--- config.mk ---
export PLATFORM = sky130hd
export DESIGN_NAME = dpad_debounce_autorepeat
export DESIGN_NICKNAME = d
export VERILOG_FILES = /design/src/rtl/dpad_pkg.sv /design/src/rtl/dpad_lane.sv /design/src/rtl/dpad_debounce_autorepeat.sv
export SDC_FILE = /design/constraint.sdc
export NUM_CORES = 1
export LEC_CHECK = 0
export ABC_AREA = 1
export BUFFER_PORTS_ARGS = -buffer_cell sky130_fd_sc_hd__buf_4
export CORE_MARGIN = 4
export CORE_UTILIZATION = 34
export CTS_BUF_LIST = sky130_fd_sc_hd__clkbuf_4
export DETAILED_ROUTE_END_ITERATION = 12
export GPL_ROUTABILITY_DRIVEN = 0
export GPL_TIMING_DRIVEN = 0
export PLACE_DENSITY = 0.57
export SLEW_MARGIN = 25
export SYNTH_ARGS = -nofsm -noshare
export SYNTH_HDL_FRONTEND = slang
export SYNTH_HIERARCHICAL = 1
export SYNTH_SLANG_ARGS = --single-unit
export TNS_END_PERCENT = 30
--- constraint.sdc ---
create_clock -name clk_i -period 8.81 [get_ports clk_i]
set_clock_uncertainty 0.1 [all_clocks]
set_input_delay 0.881 -clock clk_i [delete_from_list [all_inputs] [get_ports clk_i]]
set_output_delay 0.881 -clock clk_i [all_outputs]
set_load 0.03 [all_outputs]
--- src/rtl/dpad_pkg.sv ---
// Shared types, codes and reset values for the d-pad debounce and auto-repeat block.
`timescale 1ns / 1ps

package dpad_pkg;

  // Channel payload widths
  localparam int unsigned TimeW     = 32;
  localparam int unsigned CfgW      = 16;
  localparam int unsigned EnW       = 6;
  localparam int unsigned NumDir    = 4;
  localparam int unsigned InDataW   = 40;  // 38 field bits padded to whole bytes
  localparam int unsigned OutDataW  = 8;   // 3 field bits padded to whole bytes
  localparam int unsigned CfgAddrW  = 8;

  // Register indexes
  localparam logic [CfgAddrW-1:0] RegDebounce = 8'd0;
  localparam logic [CfgAddrW-1:0] RegDelay    = 8'd1;
  localparam logic [CfgAddrW-1:0] RegInterval = 8'd2;
  localparam logic [CfgAddrW-1:0] RegEnable   = 8'd3;

  // Register reset values
  localparam logic [CfgW-1:0] DebounceRst = 16'd20;
  localparam logic [CfgW-1:0] DelayRst    = 16'd400;
  localparam logic [CfgW-1:0] IntervalRst = 16'd100;
  localparam logic [EnW-1:0]  EnableRst   = 6'h3F;

  // Event source codes
  typedef enum logic [2:0] {
    SRC_UP    = 3'd0,
    SRC_DOWN  = 3'd1,
    SRC_LEFT  = 3'd2,
    SRC_RIGHT = 3'd3,
    SRC_CLICK = 3'd4,
    SRC_LONG  = 3'd5
  } src_e;

  // Center gesture codes
  typedef enum logic [1:0] {
    GEST_NONE  = 2'd0,
    GEST_CLICK = 2'd1,
    GEST_LONG  = 2'd2,
    GEST_RSVD  = 2'd3
  } gest_e;

  // Per-direction debounce and repeat state
  typedef struct packed {
    logic             raw;
    logic [TimeW-1:0] since;
    logic             pressed;
    logic [TimeW-1:0] next_rpt;
  } lane_state_t;

  // Timing configuration handed to every lane
  typedef struct packed {
    logic [CfgW-1:0] debounce;
    logic [CfgW-1:0] delay;
    logic [CfgW-1:0] interval;
  } lane_cfg_t;

endpackage

--- src/rtl/dpad_lane.sv ---
// One direction: debounce, press edge detection and auto-repeat timing.
`timescale 1ns / 1ps

module dpad_lane import dpad_pkg::*; (
  input  logic [TimeW-1:0] now_i,
  input  logic             raw_i,
  input  logic             repeat_en_i,
  input  lane_cfg_t        cfg_i,
  input  lane_state_t      state_i,
  output lane_state_t      state_o,
  output logic             event_o
);

  logic             raw_chg;
  logic [TimeW-1:0] since_n;
  logic [TimeW-1:0] age;
  logic             pressed;
  logic             edge_hit;
  logic [TimeW-1:0] rpt_diff;
  logic             rpt_hit;
  logic [TimeW-1:0] addend;
  logic [TimeW-1:0] rpt_next;

  // Restart the age whenever the raw level flips
  assign raw_chg = raw_i != state_i.raw;
  assign since_n = raw_chg ? now_i : state_i.since;
  assign age     = now_i - since_n;

  // Accept the raw level once it has been steady long enough (wrapping age)
  assign pressed = (age >= {{(TimeW-CfgW){1'b0}}, cfg_i.debounce}) ? raw_i : state_i.pressed;

  // Press edge, or held key whose repeat time has come (signed difference)
  assign edge_hit = pressed && !state_i.pressed;
  assign rpt_diff = now_i - state_i.next_rpt;
  assign rpt_hit  = pressed && state_i.pressed && repeat_en_i && !rpt_diff[TimeW-1];

  // One adder serves both arming cases
  assign addend   = {{(TimeW-CfgW){1'b0}}, edge_hit ? cfg_i.delay : cfg_i.interval};
  assign rpt_next = now_i + addend;

  always_comb begin
    state_o.raw      = raw_i;
    state_o.since    = since_n;
    state_o.pressed  = pressed;
    state_o.next_rpt = (edge_hit || rpt_hit) ? rpt_next : state_i.next_rpt;
  end

  assign event_o = edge_hit || rpt_hit;

endmodule

--- src/rtl/dpad_debounce_autorepeat.sv ---
// Top level: input register, four direction lanes, priority pick and output register.
`timescale 1ns / 1ps

// Debounced four-way pad with auto-repeat and a center gesture.
// Slave stream s_axis carries one poll per transaction: a millisecond timestamp,
// four raw direction levels and a decoded center gesture. Master stream m_axis
// carries at most one event source code per poll; polls that cause no event
// produce no transaction. Directions are checked up, down, left, right; the
// first one that emits ends the poll and later directions keep their state.
// Timing is set by a plain write port (cfg_we_i / cfg_addr_i / cfg_wdata_i),
// which the user must write only while the block is idle (the block does not
// enforce this): 0 debounce, 1 repeat delay, 2 repeat interval, 3 source
// enable; other indexes are ignored. Throughput: one poll per cycle while no
// event waits on a stalled output. A poll passes one input register, then
// all lane arithmetic in the single stage, then one output register.
// Reset clears all lane state and loads the register defaults.
// When the receiver stalls, the output register holds its event; a polled item
// that produces no event still completes, one that does waits in the input
// register, and s_axis_tready drops only while both registers are occupied.
module dpad_debounce_autorepeat import dpad_pkg::*; (
  input  logic                clk_i,
  input  logic                rst_ni,
  // Poll input
  input  logic                s_axis_tvalid,
  output logic                s_axis_tready,
  // [31:0] now_time, [32] up_level, [33] down_level, [34] left_level,
  // [35] right_level, [37:36] center_gesture, [39:38] zero
  input  logic [InDataW-1:0]  s_axis_tdata,
  // Event output
  output logic                m_axis_tvalid,
  input  logic                m_axis_tready,
  // [2:0] event_source, [7:3] zero
  output logic [OutDataW-1:0] m_axis_tdata,
  // Configuration write port
  input  logic                cfg_we_i,
  input  logic [CfgAddrW-1:0] cfg_addr_i,
  input  logic [CfgW-1:0]     cfg_wdata_i
);

  // Configuration registers
  logic [CfgW-1:0] debounce_q, delay_q, interval_q;
  logic [EnW-1:0]  enable_q;
  lane_cfg_t       lane_cfg;

  // Input register
  logic                in_valid_q;
  logic [TimeW-1:0]    now_q;
  logic [NumDir-1:0]   raw_q;
  logic [1:0]          gest_q;

  // Lane state and results
  lane_state_t         lane_q [NumDir];
  lane_state_t         lane_d [NumDir];
  logic [NumDir-1:0]   lane_evt;
  logic [NumDir-1:0]   lane_emit;
  logic [NumDir-1:0]   lane_upd;

  // Result selection and output register
  logic                res_valid;
  src_e                res_src;
  logic                advance;
  logic                out_valid_q;
  src_e                out_src_q;

  always_ff @(posedge clk_i or negedge rst_ni) begin
    if (!rst_ni) begin
      debounce_q <= DebounceRst;
      delay_q    <= DelayRst;
      interval_q <= IntervalRst;
      enable_q   <= EnableRst;
    end else if (cfg_we_i) begin
      case (cfg_addr_i)
        RegDebounce: debounce_q <= cfg_wdata_i;
        RegDelay:    delay_q    <= cfg_wdata_i;
        RegInterval: interval_q <= cfg_wdata_i;
        RegEnable:   enable_q   <= cfg_wdata_i[EnW-1:0];
        default: ;
      endcase
    end
  end

  assign lane_cfg = '{debounce: debounce_q, delay: delay_q, interval: interval_q};

  // Stage advances unless its event would land on a full, stalled output
  assign advance       = in_valid_q && (!res_valid || !out_valid_q || m_axis_tready);
  assign s_axis_tready = !in_valid_q || advance;

  always_ff @(posedge clk_i or negedge rst_ni) begin
    if (!rst_ni) begin
      in_valid_q <= 1'b0;
    end else if (s_axis_tready) begin
      in_valid_q <= s_axis_tvalid;
    end
  end

  always_ff @(posedge clk_i) begin
    if (s_axis_tvalid && s_axis_tready) begin
      now_q  <= s_axis_tdata[TimeW-1:0];
      raw_q  <= s_axis_tdata[TimeW+NumDir-1:TimeW];
      gest_q <= s_axis_tdata[TimeW+NumDir+1:TimeW+NumDir];
    end
  end

  // Four lanes work in parallel; up and down auto-repeat
  for (genvar g = 0; g < NumDir; g++) begin : g_lane
    dpad_lane u_lane (
      .now_i       (now_q),
      .raw_i       (raw_q[g]),
      .repeat_en_i (g < 2),
      .cfg_i       (lane_cfg),
      .state_i     (lane_q[g]),
      .state_o     (lane_d[g]),
      .event_o     (lane_evt[g])
    );
    assign lane_emit[g] = lane_evt[g] && enable_q[g];
    // A lane is sampled only if no earlier lane emitted
    if (g == 0) begin : g_first
      assign lane_upd[g] = advance;
    end else begin : g_rest
      assign lane_upd[g] = advance && !(|lane_emit[g-1:0]);
    end
  end

  always_ff @(posedge clk_i or negedge rst_ni) begin
    if (!rst_ni) begin
      for (int i = 0; i < NumDir; i++) lane_q[i] <= '0;
    end else begin
      for (int i = 0; i < NumDir; i++) begin
        if (lane_upd[i]) lane_q[i] <= lane_d[i];
      end
    end
  end

  // First emitting direction wins, else the center gesture
  always_comb begin
    res_valid = 1'b0;
    res_src   = SRC_UP;
    if (gest_q == GEST_CLICK && enable_q[SRC_CLICK]) begin
      res_valid = 1'b1;
      res_src   = SRC_CLICK;
    end else if (gest_q == GEST_LONG && enable_q[SRC_LONG]) begin
      res_valid = 1'b1;
      res_src   = SRC_LONG;
    end
    for (int i = NumDir - 1; i >= 0; i--) begin
      if (lane_emit[i]) begin
        res_valid = 1'b1;
        res_src   = src_e'(i[2:0]);
      end
    end
  end

  // Output register
  always_ff @(posedge clk_i or negedge rst_ni) begin
    if (!rst_ni) begin
      out_valid_q <= 1'b0;
    end else if (advance && res_valid) begin
      out_valid_q <= 1'b1;
    end else if (m_axis_tready) begin
      out_valid_q <= 1'b0;
    end
  end

  always_ff @(posedge clk_i) begin
    if (advance && res_valid) out_src_q <= res_src;
  end

  assign m_axis_tvalid = out_valid_q;
  assign m_axis_tdata  = {{(OutDataW-3){1'b0}}, out_src_q};

  // An event is never written over one that is still waiting
  a_no_overwrite: assert property (@(posedge clk_i) disable iff (!rst_ni)
    (advance && res_valid) |-> (!out_valid_q || m_axis_tready))
    else $error("event written over a pending transaction");

  // At most one direction lane commits an emitting update per poll
  a_one_emit: assert property (@(posedge clk_i) disable iff (!rst_ni)
    $onehot0(lane_emit & lane_upd))
    else $error("more than one direction emitted in one poll");

  // The up and right lanes only change state while the stage advances
  a_lane_hold: assert property (@(posedge clk_i) disable iff (!rst_ni)
    !advance |=> (lane_q[0] == $past(lane_q[0]) && lane_q[3] == $past(lane_q[3])))
    else $error("lane state changed without a poll");

  // Emitted codes stay within the defined sources
  a_src_range: assert property (@(posedge clk_i) disable iff (!rst_ni)
    m_axis_tvalid |-> (m_axis_tdata[2:0] <= 3'd5))
    else $error("undefined event source code");

  // A debounce write lands in its register
  a_cfg_write: assert property (@(posedge clk_i) disable iff (!rst_ni)
    (cfg_we_i && cfg_addr_i == RegDebounce) |=> (debounce_q == $past(cfg_wdata_i)))
    else $error("debounce register write lost");

endmodule
==> impl_metrics.yaml <==
clocking:
  clk_pin_slew_ns: 0.07
  clock_latency_ns: 1.02
  clock_sinks: 361
  clock_path_buffers: 3
  cts_tree: "done"
  cts-root-buf: "clkbuf_4"
  ctsHtreeMaxLevel: 3
  cts_buffers: 110
status:
  status: "finished clean"
drt:
  wl_mm: 145
  vias_per_cell: 5.10
  drtIter0Drc: 3816
  met1_length_mm: 68.4
  routedWlPerCell_um: 18.1
  routed-via-count: 41000
  top_layer: "met5"
  drtAntennaViolNets: 0
  remaining_drc_errors: 0
  wl_met3_mm: 9.96
  wl_met2_mm: 62.1
  first_pass_iters: 8
critical_path:
  startpoint_type: "flip-flop"
  crit_path_end_kind: "flip-flop"
  arrival_ns: 9.16
  cp_slowest_cell: "edfxtp_1"
  required_ns: 9.60
  critical_path_peak_fanout: 10
  cp_slowest_stage_delay_ns: 0.90
  worstSetupPathType: "reg2reg"
  critical_path.most_common_cell: "nand2_1"
global_routing:
  grt_pass1_vias: 37900
  antenna_found_initial: 5
  grt_pass1_wl_mm: 222
  grt_overflow: 0
  grt_max_degree: 80
  grt_util_all_layers_pct: 23.6
floorplanning:
  dieArea_sq_um: 119000
  core_area_sq_um: 113000
  num_rows: 123
  start_util_pct: 34.3
  die_y_um: 345
  die_w_um: 345
  pin_count: 79
layout:
  final_cell_count_no_fill: 8031
  register_area_sq_um: 9260
  fillerInstances: 12300
  drive_above_1_share_pct: 10.6
  multi_input_area_sq_um: 24400
  syn_to_final_growth_pct: 14.8
  nNetsFinal: 6844
  utilization_pct: 39.4
hold_path:
  worst_hold_path_type: "in2reg"
sta:
  max_freq_mhz: 119
  worst_slew_pin_slew_ns: 1.14
  finalCritPeriodShare_pct: 95.0
  rsz0062_at_grt: "true"
  final.min_clock_period_ns: 8.37
  hold_violations: 0
  slew_headroom_pct: 24.0
  finalSetupViolCount: 0
  maxSlewViolCount: 0
synthesis:
  synth.distinct_cells: 53
  synth_top_cell_area_share_pct: 19.8
  yosysTopAreaCell: "dfrtp_1"
  avgSynthCellArea_sq_um: 6.31
  synth_warnings: 6
  synth_top_family_by_area: "simple AND/OR/NAND/NOR gates"
  async_flop_share_pct: 88.6
  synth_simple_gate_area_share_pct: 38.0
  synthMuxAreaShare_pct: 0
  synth-edff-count: 41
  synthAdderAreaFrac_pct: 11.0
  synth-compound-area-share_pct: 10.1
  ys_ff_latch: 361
  synth_ff_type: "dfrtp_1"
  netlist_area_sq_um: 38600
  syn_inst: 6116
  yosysSeqAreaShare_pct: 24.0
  synth_xor_area_share_pct: 3.99
  ys_top_cells_by_area: "dfrtp_1 (20%), nand2_1 (19%), ha_1 (11%)"
power_and_ir_drop:
  leakage_nw: 23.5
  vdd_ir_drop_max_mv: 0.102
  powerDensity_nw_per_um2: 186
flow_run:
  cap_violations: 0
placement:
  io_buffer_count: 71
  dp_hpwl_mm: 115
  dp_cells: 7761
==> synth_stat cells (56+ instances only) <==
master / n
a21oi_1: 269
buf_4: 59
clkbuf_1: 96
dfrtp_1: 306
ha_1: 332
inv_1: 942
nand2_1: 1999
nand3_1: 438
nand4_1: 267
nor2_1: 333
nor3_1: 64
o21ai_0: 324
o21ai_1: 56
or2_2: 70
xnor2_1: 59
xor2_1: 117
==> placed cells by master, fill, tap and decap left out, types with 142 or more instances in the layout <==
master / instances
o21ai_0: 313
nand2_1: 1999
a21oi_1: 269
clkbuf_4: 152
inv_1: 941
buf_4: 142
dfrtp_1: 306
ha_1: 331
nand4_1: 267
nor2_1: 330
nand3_1: 438
==> through the flow <==
step	area (sq um)	hold WS, ns	total power, W	worst slack (ns)	TNS [ns]
3_5_place_dp	42200	0.351	0.00641	-0.365	-2.54
4_1_cts	44200	0.00931	0.00825	-0.0455	-0.0455
2_1_floorplan	38600	0.334	0.00519	2.05	0
6_report	44300	0.107	0.00825	0.437	0
3_3_place_gp	41100	0.345	0.00626	-0.414	-4.92
5_1_grt	44300	0.0610	0.00902	-0.0164	-0.0268
==> sequential cells by signal, summed over array words and instances, names as in the netlist <==
signal / flops
lane_q: 264
in_valid_q: 1
m_axis_tvalid: 1
enable_q: 6
out_src_q: 3
debounce_q: 16
interval_q: 16
now_q: 32
gest_q: 2
delay_q: 16
raw_q: 4
==> metal layers <==
layer | up-vias | global-route usage, %
li1 | 20400 | -
met3 | 254 | 3.15
met2 | 1391 | 36.0
met4 | 2 | 7.96
met1 | 18900 | 34.2
met5 | - | 0
==> power by group <==
part | total, W | switching [W] | internal, W
registers | 0.00222 | 0.000266 | 0.00195
logic | 0.00427 | 0.00272 | 0.00154
clock network | 0.00176 | 0.000898 | 0.000863
total | 0.00825 | 0.00389 | 0.00436
==> worst max-delay path, delay by kind of cell (launching register included) <==
kind,cells,cell delay [ns]
buffers and inverters,7,0.96
AOI/OAI and AO/OA,8,1.90
xor gates and xnor gates,2,0.39
DFF,1,0.90
adders and majority gates,5,1.41
and+or+nand+nor,26,2.58
==> final timing paths <==
check / start / end / slack, ns / depth (start not counted)
max in group asynchronous: rst_ni / lane_q[18] / 7.10 / 4
max: now_q[0] / lane_q[18] / 0.44 / 48
min reg2reg: lane_q[122] / lane_q[122] / 0.36 / 2
max reg2reg: now_q[0] / lane_q[18] / 0.44 / 48
min: cfg_wdata_i[6] / interval_q[6] / 0.11 / 3
min in group asynchronous: rst_ni / lane_q[125] / 0.38 / 2
==> layout make-up <==
type	count	area share (%)
antenna	2	0.0113
buffer	218	3.23
clock buffer	149	2.52
clock inverter	53	0.722
inverter	953	8.07
multi-input combinational	4588	55.1
sequential	361	20.9
tap	1500	4.23
timing repair buffer	207	5.27
==> logic make-up after synthesis <==
| family | after synthesis |
|---|---|
| xor gates and xnor gates | 176 |
| buffers and inverters | 1174 |
| DFF | 361 |
| AOI/OAI and AO/OA | 736 |
| and+or+nand+nor | 3331 |
| other | 2 |
| adders and majority gates | 336 |
==> repair_timing <==
item	CTS	global route
cloned	0	0
endpoints found under the setup margin	18	48
hold endpoints to repair	119	0
hold buffers	56	0
buffers inserted	0	13
resized for setup	8	37
pin swaps	0	8
Power figures use the tool's default switching activity.
